--- src/rtl/cstrip_pkg.sv ---
// ----------------------------------------------------------------------------
// cstrip_pkg
// Shared types and constants for the C comment stripper: byte codes, scan
// mode codes, status codes and the result record layout.
// ----------------------------------------------------------------------------
package cstrip_pkg;

    // Default width of the line counters
    localparam int LINE_BITS_DEF = 32;

    // Width of the error_line field
    localparam int ERR_LINE_W = 32;

    // Most records one input byte can cause
    localparam int MAX_RECS = 3;

    // Byte codes
    localparam logic [7:0] CH_SLASH = 8'h2F;
    localparam logic [7:0] CH_STAR  = 8'h2A;
    localparam logic [7:0] CH_NL    = 8'h0A;

    // Scan modes
    localparam logic [2:0] MODE_TEXT       = 3'd0;
    localparam logic [2:0] MODE_TEXT_SLASH = 3'd1;
    localparam logic [2:0] MODE_TEXT_STAR  = 3'd2;
    localparam logic [2:0] MODE_LINE       = 3'd3;
    localparam logic [2:0] MODE_BLOCK      = 3'd4;
    localparam logic [2:0] MODE_BLOCK_STAR = 3'd5;

    // Status codes
    localparam logic [1:0] ST_OK           = 2'd0;
    localparam logic [1:0] ST_STRAY_CLOSE  = 2'd1;
    localparam logic [1:0] ST_UNTERMINATED = 2'd2;

    // One result record
    typedef struct packed {
        logic [7:0]            ch;
        logic                  is_ch;
        logic [1:0]            st;
        logic [ERR_LINE_W-1:0] line;
    } rec_t;

    // Character record
    function automatic rec_t char_rec(input logic [7:0] c);
        rec_t r;
        r.ch    = c;
        r.is_ch = 1'b1;
        r.st    = ST_OK;
        r.line  = '0;
        return r;
    endfunction

    // Status record
    function automatic rec_t status_rec(input logic [1:0] s,
                                        input logic [ERR_LINE_W-1:0] ln);
        rec_t r;
        r.ch    = 8'h00;
        r.is_ch = 1'b0;
        r.st    = s;
        r.line  = ln;
        return r;
    endfunction

endpackage

--- src/rtl/c_comment_stripper.sv ---
// ----------------------------------------------------------------------------
// c_comment_stripper
// Removes // and /* */ comments from a byte stream, keeps newlines inside
// comments, counts lines and reports stray closers and open blocks.
// ----------------------------------------------------------------------------
// Usage: one byte is taken per transfer and the scan state updates in the
// same cycle, so bytes flow at one per clock as long as each byte gives at
// most one record and out_stall stays low. Records of one byte (up to
// three: a held '/' or '*', the byte itself, the final status) are loaded
// together into the output bundle register and leave one per output
// transfer; a byte that gives none loads nothing. Input stall is high
// while the bundle holds records other than the one leaving in this cycle.
// The last record of each byte carries end_of_run. After a byte marked
// last_char the block starts a new text with line one; after an error all
// bytes up to and including the next last_char are dropped without
// records.
module c_comment_stripper
    import cstrip_pkg::*;
#(
    parameter int LINE_BITS = LINE_BITS_DEF
)
(
    input  logic                  clk,
    input  logic                  rst_n,
    // input channel
    input  logic                  in_valid,
    output logic                  in_stall,
    input  logic [7:0]            char_in,
    input  logic                  last_char,
    // output channel
    output logic                  out_valid,
    input  logic                  out_stall,
    output logic [7:0]            char_out,
    output logic                  is_char,
    output logic [1:0]            status,
    output logic [ERR_LINE_W-1:0] error_line,
    output logic                  end_of_run
);

    // Scan state
    logic [2:0]           mode_reg, mode_next;
    logic [LINE_BITS-1:0] line_reg, line_next;
    logic [LINE_BITS-1:0] open_reg, open_next;
    logic                 failed_reg, failed_next;

    // Output bundle
    rec_t       ob_reg [MAX_RECS];
    logic [1:0] ob_cnt_reg;
    logic [1:0] ob_idx_reg;
    logic       ob_valid_reg;

    // Records made by the current byte
    rec_t       recs [MAX_RECS];
    logic [1:0] rec_n;

    logic in_xfer;
    logic out_xfer;
    logic out_done;

    // Low 32 bits of a line counter, zero-extended when narrower
    function automatic logic [ERR_LINE_W-1:0] to_err_line(input logic [LINE_BITS-1:0] v);
        logic [LINE_BITS+ERR_LINE_W-1:0] wide;
        wide = {{ERR_LINE_W{1'b0}}, v};
        return wide[ERR_LINE_W-1:0];
    endfunction

    // Next scan state and records for one byte
    always_comb
    begin
        mode_next   = mode_reg;
        line_next   = line_reg;
        open_next   = open_reg;
        failed_next = failed_reg;
        rec_n       = 2'd0;
        for (int i = 0; i < MAX_RECS; i++)
        begin
            recs[i] = char_rec(8'h00);
        end

        if (!failed_reg)
        begin
            case (mode_reg)
                MODE_TEXT_SLASH:
                begin
                    if (char_in == CH_SLASH)
                    begin
                        mode_next = MODE_LINE;
                    end
                    else if (char_in == CH_STAR)
                    begin
                        open_next = line_reg;
                        mode_next = MODE_BLOCK;
                    end
                    else
                    begin
                        recs[rec_n] = char_rec(CH_SLASH);
                        rec_n       = rec_n + 2'd1;
                        // held slash released, byte is plain text here
                        recs[rec_n] = char_rec(char_in);
                        rec_n       = rec_n + 2'd1;
                        mode_next   = MODE_TEXT;
                    end
                end
                MODE_TEXT_STAR:
                begin
                    if (char_in == CH_SLASH)
                    begin
                        recs[rec_n] = status_rec(ST_STRAY_CLOSE, to_err_line(line_reg));
                        rec_n       = rec_n + 2'd1;
                        failed_next = 1'b1;
                    end
                    else
                    begin
                        recs[rec_n] = char_rec(CH_STAR);
                        rec_n       = rec_n + 2'd1;
                        if (char_in == CH_STAR)
                        begin
                            mode_next = MODE_TEXT_STAR;
                        end
                        else
                        begin
                            recs[rec_n] = char_rec(char_in);
                            rec_n       = rec_n + 2'd1;
                            mode_next   = MODE_TEXT;
                        end
                    end
                end
                MODE_LINE:
                begin
                    if (char_in == CH_NL)
                    begin
                        recs[rec_n] = char_rec(char_in);
                        rec_n       = rec_n + 2'd1;
                        mode_next   = MODE_TEXT;
                    end
                end
                MODE_BLOCK:
                begin
                    if (char_in == CH_STAR)
                    begin
                        mode_next = MODE_BLOCK_STAR;
                    end
                    else if (char_in == CH_NL)
                    begin
                        recs[rec_n] = char_rec(char_in);
                        rec_n       = rec_n + 2'd1;
                    end
                end
                MODE_BLOCK_STAR:
                begin
                    if (char_in == CH_SLASH)
                    begin
                        mode_next = MODE_TEXT;
                    end
                    else if (char_in != CH_STAR)
                    begin
                        if (char_in == CH_NL)
                        begin
                            recs[rec_n] = char_rec(char_in);
                            rec_n       = rec_n + 2'd1;
                        end
                        mode_next = MODE_BLOCK;
                    end
                end
                default:
                begin
                    // normal text; unused codes land here too
                    if (char_in == CH_SLASH)
                    begin
                        mode_next = MODE_TEXT_SLASH;
                    end
                    else if (char_in == CH_STAR)
                    begin
                        mode_next = MODE_TEXT_STAR;
                    end
                    else
                    begin
                        recs[rec_n] = char_rec(char_in);
                        rec_n       = rec_n + 2'd1;
                        mode_next   = MODE_TEXT;
                    end
                end
            endcase

            // line counting, wraps
            if (!failed_next && char_in == CH_NL)
            begin
                line_next = line_reg + LINE_BITS'(1);
            end

            // end of text: flush held byte, then status
            if (!failed_next && last_char)
            begin
                if (mode_next == MODE_TEXT_SLASH)
                begin
                    recs[rec_n] = char_rec(CH_SLASH);
                    rec_n       = rec_n + 2'd1;
                end
                else if (mode_next == MODE_TEXT_STAR)
                begin
                    recs[rec_n] = char_rec(CH_STAR);
                    rec_n       = rec_n + 2'd1;
                end
                if (mode_next == MODE_BLOCK || mode_next == MODE_BLOCK_STAR)
                begin
                    recs[rec_n] = status_rec(ST_UNTERMINATED, to_err_line(open_next));
                end
                else
                begin
                    recs[rec_n] = status_rec(ST_OK, '0);
                end
                rec_n = rec_n + 2'd1;
            end
        end

        // new text after the final byte
        if (last_char)
        begin
            mode_next   = MODE_TEXT;
            line_next   = LINE_BITS'(1);
            open_next   = '0;
            failed_next = 1'b0;
        end
    end

    // Handshakes
    assign out_valid = ob_valid_reg;
    assign end_of_run = (ob_idx_reg == ob_cnt_reg - 2'd1);
    assign out_xfer  = ob_valid_reg && !out_stall;
    assign out_done  = out_xfer && end_of_run;
    assign in_stall  = ob_valid_reg && !out_done;
    assign in_xfer   = in_valid && !in_stall;

    // Current record
    assign char_out   = ob_reg[ob_idx_reg].ch;
    assign is_char    = ob_reg[ob_idx_reg].is_ch;
    assign status     = ob_reg[ob_idx_reg].st;
    assign error_line = ob_reg[ob_idx_reg].line;

    // Scan state registers
    always_ff @(posedge clk or negedge rst_n)
    begin
        if (!rst_n)
        begin
            mode_reg   <= MODE_TEXT;
            line_reg   <= LINE_BITS'(1);
            open_reg   <= '0;
            failed_reg <= 1'b0;
        end
        else if (in_xfer)
        begin
            mode_reg   <= mode_next;
            line_reg   <= line_next;
            open_reg   <= open_next;
            failed_reg <= failed_next;
        end
    end

    // Output bundle control
    always_ff @(posedge clk or negedge rst_n)
    begin
        if (!rst_n)
        begin
            ob_valid_reg <= 1'b0;
            ob_cnt_reg   <= 2'd0;
            ob_idx_reg   <= 2'd0;
        end
        else if (in_xfer && rec_n != 2'd0)
        begin
            ob_valid_reg <= 1'b1;
            ob_cnt_reg   <= rec_n;
            ob_idx_reg   <= 2'd0;
        end
        else if (out_done)
        begin
            ob_valid_reg <= 1'b0;
            ob_idx_reg   <= 2'd0;
        end
        else if (out_xfer)
        begin
            ob_idx_reg <= ob_idx_reg + 2'd1;
        end
    end

    // Output bundle payload
    always_ff @(posedge clk)
    begin
        if (in_xfer && rec_n != 2'd0)
        begin
            for (int i = 0; i < MAX_RECS; i++)
            begin
                ob_reg[i] <= recs[i];
            end
        end
    end

    // Checks
    a_idx_in_range: assert property (@(posedge clk) disable iff (!rst_n)
        ob_valid_reg |-> (ob_idx_reg < ob_cnt_reg))
        else $error("bundle index past record count");

    a_silent_after_error: assert property (@(posedge clk) disable iff (!rst_n)
        (in_xfer && failed_reg) |-> (rec_n == 2'd0))
        else $error("record made after an error");

    a_status_last: assert property (@(posedge clk) disable iff (!rst_n)
        (ob_valid_reg && !is_char) |-> end_of_run)
        else $error("status record not last of its byte");

    a_restart: assert property (@(posedge clk) disable iff (!rst_n)
        (in_xfer && last_char) |=> (mode_reg == MODE_TEXT && !failed_reg))
        else $error("scan state not cleared after final byte");

    a_final_status: assert property (@(posedge clk) disable iff (!rst_n)
        (in_xfer && last_char && !failed_reg) |=>
            (ob_valid_reg && !ob_reg[ob_cnt_reg - 2'd1].is_ch))
        else $error("final byte gave no status record");

endmodule

--- config.mk ---
export PLATFORM = sky130hd
export DESIGN_NAME = c_comment_stripper
export DESIGN_NICKNAME = d
export VERILOG_FILES = /design/src/rtl/cstrip_pkg.sv /design/src/rtl/c_comment_stripper.sv
export SDC_FILE = /design/constraint.sdc
export NUM_CORES = 1
export LEC_CHECK = 0
export BUFFER_PORTS_ARGS = -buffer_cell sky130_fd_sc_hd__buf_2
export CORE_MARGIN = 1
export CORE_UTILIZATION = 55
export CTS_CLUSTER_DIAMETER = 60
export DETAILED_ROUTE_END_ITERATION = 7
export PLACE_DENSITY = 0.73
export SYNTH_ARGS = -nofsm -noshare
export SYNTH_HDL_FRONTEND = slang
export SYNTH_SLANG_ARGS = --single-unit
export TNS_END_PERCENT = 20
--- constraint.sdc ---
create_clock -name clk -period 17.6 [get_ports clk]
set_input_delay 3.52 -clock clk [delete_from_list [all_inputs] [get_ports clk]]
set_output_delay 3.52 -clock clk [all_outputs]
set_load 0.02 [all_outputs]
==> results of run 1 <==
==> through the flow <==
step | total power, mW | instance area [sq um] | setup slack [ns] | instances
CTS | 1.41 | 10500 | 10.10 | 1121
detailed placement | 1.03 | 9940 | 9.78 | 1089
global placement | 1.02 | 9940 | 9.93 | 1089
global route | 1.46 | 10500 | 9.80 | 1121
finish | 1.39 | 10500 | 10.09 | 1121
floorplan | 0.923 | 9490 | 5.36 | 857
==> power groups by stage <==
stage | Clock (mW) | Combinational [mW] | Sequential [mW]
floorplan | 0 | 0.272 | 0.651
global placement | 0 | 0.386 | 0.633
detailed placement | 0 | 0.394 | 0.639
CTS | 0.381 | 0.395 | 0.629
global route | 0.396 | 0.424 | 0.638
finish | 0.375 | 0.389 | 0.629
==> final cells by class <==
class,count,area [sq um]
clock inverters,15,153
flip-flops and latches,194,5460
well taps,220,275
repair buffers,72,395
multi-input cells,581,3730
clock buffers,17,425
inverters,22,82.6
fillers,1296,6180
==> cells by family (layout without fill, tap and decap cells) <==
family	Yosys count	in the layout	synth area share (%)
and+or+nand+nor	298	298	14.7
DFF	194	194	57.5
AOI/OAI and AO/OA	176	176	13.2
buffers and inverters	82	126	3.55
muxes	70	70	7.40
xor gates and xnor gates	30	30	2.77
adders and majority gates	7	7	0.923
==> critical path, cell delays in order <==
cell and delay (ns):
buf_2 0.12, o21a_1 0.19, buf_2 0.16
==> per-layer routing <==
layer	vias up	wire [microns]	share of wire [%]
met1	3334	9350	45
met3	27	865	4.1
met5	-	0	0
met4	0	314	1.5
li1	3178	-	-
met2	169	10400	50
==> cells in the final DEF (no fill, tap or decap), types with 14 or more instances in the layout <==
| master | count |
|---|---|
| xnor2_1 | 17 |
| clkbuf_16 | 17 |
| o21ai_0 | 46 |
| inv_1 | 21 |
| buf_4 | 14 |
| a22o_1 | 66 |
| nand3_1 | 16 |
| a21oi_1 | 29 |
| mux2i_1 | 69 |
| dfrtp_1 | 70 |
| nor2_1 | 124 |
| nand2_1 | 77 |
| edfxtp_1 | 121 |
| buf_2 | 58 |
==> worst max path at each step <==
stage | from | endpoint | slack [ns] | cells after the start
after floorplan | char_in[4] | out_valid | 5.36 | 12
after global placement | char_in[4] | out_valid | 9.93 | 12
after detailed placement | char_in[4] | out_valid | 9.78 | 13
after CTS | out_stall | in_stall | 10.10 | 3
after global routing | char_in[4] | ob_reg[1][19] | 9.80 | 12
final | out_stall | in_stall | 10.09 | 3
==> impl_metrics.env, run 1 <==
export IMPL_status="finished, final reports clean"
export IMPL_tightest_slew_ns=1.06
export IMPL_largest_reg_flops=121
export IMPL_core_area_sq_mm=0.0167
export IMPL_cts_setup_buffers=0
export IMPL_synthArstFlopShare_pct=37.6
export IMPL_r2r_start="mode_reg[1]"
export IMPL_holdWs_ns=0.529
export IMPL_hp_class="register to register"
export IMPL_cts_hold_buf=0
export IMPL_fp_row_count=47
export IMPL_portBuffers=58
export IMPL_grt_busiest_layer="met2"
export IMPL_remaining_drc_errors=0
export IMPL_postLayoutCoreUtil_pct=63.0
export IMPL_ctsResizeCount=0
export IMPL_grt_pass1_wl_microns=33700
export IMPL_cellInternalPower_mw=0.915
export IMPL_firstDrtPassIters=5
export IMPL_min_period_over_period_pct=42.6
export IMPL_sequentialPowerShare_pct=45.1
export IMPL_synthesis_nets=877
export IMPL_drt_total_wl_microns=20900
export IMPL_first_iter_violations=431
export IMPL_die_width_microns=133
export IMPL_reg2regPathDepth=12
export IMPL_pwr_share_comb_pct=27.9
export IMPL_initial_utilization_pct=56.8
export IMPL_synth_top_area_cell="edfxtp_1"
export IMPL_cts_tree="built"
export IMPL_grt_use_met1_pct=32.6
export IMPL_finalCriticalPeriod_ns=7.51
export IMPL_clockPowerShare_pct=26.9
export IMPL_grt_pass1_vias=6592
export IMPL_synth_cells_most_frequent="125 x nor2_1, 121 x edfxtp_1, 77 x nand2_1"
export IMPL_drtAntennaViolNets=0
export IMPL_num_vias=6708
export IMPL_wl_per_cell_microns=18.6
export IMPL_worstSetupPathType="input pin to primary output"
export IMPL_cp_required_ns=14.08
export IMPL_dp_hpwl_microns=13100
export IMPL_overflow=0
export IMPL_report_final_slew_viol_count=0
export IMPL_io_pins=59
export IMPL_dieArea_sq_mm=0.0178
export IMPL_switching_share_pct=34.3
export IMPL_cp_start_kind="input pin"
export IMPL_clock_skew_ns=0.00918
export IMPL_vdd_drop_max_uv=181
export IMPL_syn_area_per_cell_sq_um=11.1
export IMPL_cts_sinks=194
export IMPL_netlist_cell_type_count=60
export IMPL_cp_end_kind="primary output"
export IMPL_yosysSeqAreaShare_pct=57.5
export IMPL_synth_edf_count=121
export IMPL_syn_area_sq_mm=0.00949
export IMPL_rsz0062_at_grt="false"
export IMPL_finalSetupTns_ns=0
export IMPL_place_congestion=0.857
export IMPL_drive_gt1_share_pct=14.3
export IMPL_max_freq_ghz=0.133
export IMPL_whs_path_depth=1
export IMPL_setup_viol=0
export IMPL_clk_pin_slew_ns=0.07
export IMPL_track_usage_pct=24.4
export IMPL_hold_violations=0
export IMPL_synth_top_area_share_pct=38.3
export IMPL_synth_flop_cell="edfxtp_1"
export IMPL_ctsLongestPathBuffers=2
export IMPL_met3_usage_pct=3.77
export IMPL_leakagePower_nw=4.19
export IMPL_netlist_top_cells_area="edfxtp_1 38%, dfrtp_1 19%, mux2i_1 7.3%, a22o_1 6.1%, nor2_1 4.9%"
export IMPL_syn_to_final_growth_pct=10.9
export IMPL_avgViaCountPerCell=5.98
export IMPL_clock_latency_ns=0.43
export IMPL_netlist_instances=857
export IMPL_cts_root_buf="clkbuf_16"
export IMPL_p_sw_mw=0.479
export IMPL_h_tree_depth=4
export IMPL_hold_path_end="open_reg[25]"
export IMPL_cp_arrival_ns=3.99
export IMPL_synth_seq_cells=194
export IMPL_critical_path_max_fanout=4
export IMPL_antenna_found_initial=0
export IMPL_r2r_end="ob_reg[1][19]"
export IMPL_p_per_area_mw_per_mm2=132
export IMPL_grt_max_degree=77
export IMPL_numCtsBuffers=17
export IMPL_drv_cap=0
export IMPL_nets=908
export IMPL_n_antenna_cell=0
export IMPL_met2_usage_pct=40.4
export IMPL_maxSlewHeadroom_pct=29.0
export IMPL_yosysMostFrequentCell="nor2_1"
export IMPL_yosysWarnings=0
export IMPL_reg2reg_slack_ns=13.08
export IMPL_die_h_microns=133
export IMPL_min_from="open_reg[25]"
No activity file was read; power rests on OpenSTA's default activity.
==> run 2, diff against run 1 <==
--- a/config.mk
+++ b/config.mk
@@ -10,7 +10,7 @@
 export CORE_UTILIZATION = 55
 export CTS_CLUSTER_DIAMETER = 60
 export DETAILED_ROUTE_END_ITERATION = 7
-export PLACE_DENSITY = 0.73
+export PLACE_DENSITY = 0.76
 export SYNTH_ARGS = -nofsm -noshare
 export SYNTH_HDL_FRONTEND = slang
 export SYNTH_SLANG_ARGS = --single-unit
==> constraint.sdc (replaced) <==
create_clock -name clk -period 6.2 [get_ports clk]
set_input_delay 1.24 -clock clk [delete_from_list [all_inputs] [get_ports clk]]
set_output_delay 1.24 -clock clk [all_outputs]
set_load 0.02 [all_outputs]
==> impl_metrics.env, run 2 (same netlist as run 1, synthesis figures left out) <==
export IMPL_status="finished, final reports clean"
export IMPL_worstSetupPathType="input pin to register"
export IMPL_max_freq_ghz=0.221
export IMPL_cts_root_buf="clkbuf_16"
export IMPL_most_common_layout_cells="124 x nor2_1, 121 x edfxtp_1, 77 x nand2_1, 70 x dfrtp_1, 69 x mux2i_1"
export IMPL_grt_pass1_vias=6418
export IMPL_min_period_over_period_pct=73.0
export IMPL_largest_reg_flops=121
export IMPL_first_iter_violations=468
export IMPL_io_pins=59
export IMPL_hp_class="register to register"
export IMPL_min_from="open_reg[5]"
export IMPL_cp_arrival_ns=4.83
export IMPL_syn_to_final_growth_pct=11.8
export IMPL_track_usage_pct=24.5
export IMPL_antenna_found_initial=0
export IMPL_critical_path_startpoint="char_in[4]"
export IMPL_finalCriticalPeriod_ns=4.52
export IMPL_cp_end_kind="register"
export IMPL_leakagePower_nw=4.23
export IMPL_grt_max_degree=125
export IMPL_cts_hold_buf=0
export IMPL_cp_start_kind="input pin"
export IMPL_cts_sinks=194
export IMPL_layout_commonest_cell="nor2_1"
export IMPL_drive_gt1_share_pct=14.6
export IMPL_cts_setup_buffers=0
export IMPL_place_congestion=0.883
export IMPL_ctsLongestPathBuffers=2
export IMPL_n_antenna_cell=0
export IMPL_final_cells=1123
export IMPL_report_final_slew_viol_count=0
export IMPL_grt_pass1_wl_microns=33400
export IMPL_fp_row_count=47
export IMPL_avgViaCountPerCell=5.91
export IMPL_setup_viol=0
export IMPL_finalPower_mw=4.05
export IMPL_clock_latency_ns=0.44
export IMPL_clock_skew_ns=0.0107
export IMPL_rsz0062_at_grt="false"
export IMPL_maxSlewHeadroom_pct=26.4
export IMPL_overflow=0
export IMPL_num_vias=6642
export IMPL_portBuffers=58
export IMPL_die_width_microns=133
export IMPL_die_h_microns=133
export IMPL_placed_cell_area_sq_mm=0.00999
export IMPL_initial_utilization_pct=56.8
export IMPL_firstDrtPassIters=4
export IMPL_cp_required_ns=6.51
export IMPL_clk_pin_slew_ns=0.07
export IMPL_drv_cap=0
export IMPL_remaining_drc_errors=0
export IMPL_wl_per_cell_microns=18.3
export IMPL_core_area_sq_mm=0.0167
export IMPL_nets=910
export IMPL_dp_hpwl_microns=13000
export IMPL_placedCellCount=1091
export IMPL_critical_path_max_fanout=17
export IMPL_vdd_drop_max_uv=241
export IMPL_drtAntennaViolNets=0
export IMPL_tightest_slew_ns=1.10
export IMPL_hold_violations=0
export IMPL_numCtsBuffers=17
export IMPL_cts_tree="built"
export IMPL_dieArea_sq_mm=0.0178
export IMPL_fin_area_sq_mm=0.0106
export IMPL_ctsResizeCount=0
export IMPL_r2r_start="mode_reg[1]"
export IMPL_finalSetupTns_ns=0
export IMPL_drt_total_wl_microns=20500
export IMPL_p_per_area_mw_per_mm2=382
export IMPL_h_tree_depth=4
-- run 2: critical path, stage by stage --
cell	delay (ns)
buf_2	0.13
nor4b_4	0.66
nand4_1	0.28
a41oi_2	0.37
o21ai_0	0.20
nand3_1	0.21
o21ai_0	0.14
inv_1	0.10
ha_1	0.26
and3_1	0.65
buf_4	0.39
a22o_1	0.19
-- run 2: cell type report --
class	count	area [sq um]
Fill cell	1347	6090
Sequential cell	194	5460
Multi-Input combinational cell	581	3730
Timing Repair Buffer	74	435
Clock buffer	17	425
Tap cell	220	275
Clock inverter	15	198
Inverter	22	82.6
-- run 2: path summary, 6_finish.rpt --
check                               end  slack (ns)  cells after the start
min reg2reg                 open_reg[5]        0.53                      1
max reg2reg                ob_reg[0][5]        2.17                     11
min in group asynchronous  open_reg[14]        0.86                      1
max in group asynchronous   open_reg[3]        4.28                      2
min                         open_reg[5]        0.53                      1
max                        ob_reg[0][5]        1.68                     12
-- run 2: power by group --
group,switching [mW],internal [mW]
logic,0.720,0.342
clock network,0.511,0.647
registers,0.141,1.69
-- run 2: per-layer routing --
layer	routed length, microns	GRT usage [%]	vias up	share of wire (%)
met1	9120	33.0	3243	44
li1	-	-	3182	-
met3	1080	4.72	24	5.3
met5	0	0	-	0
met2	10000	40.5	193	49
met4	301	7.01	0	1.5
-- run 2: metrics by stage --
| stage | worst slack, ns | hold WS [ns] | util (%) |
|---|---|---|---|
| CTS | 1.66 | 0.529 | 63.6 |
| detailed placement | 1.21 | 0.503 | 59.8 |
| finish | 1.68 | 0.531 | 63.6 |
| global placement | 1.23 | 0.506 | 59.8 |
| floorplan | 0.425 | 0.488 | - |
| global route | 1.33 | 0.545 | 63.6 |
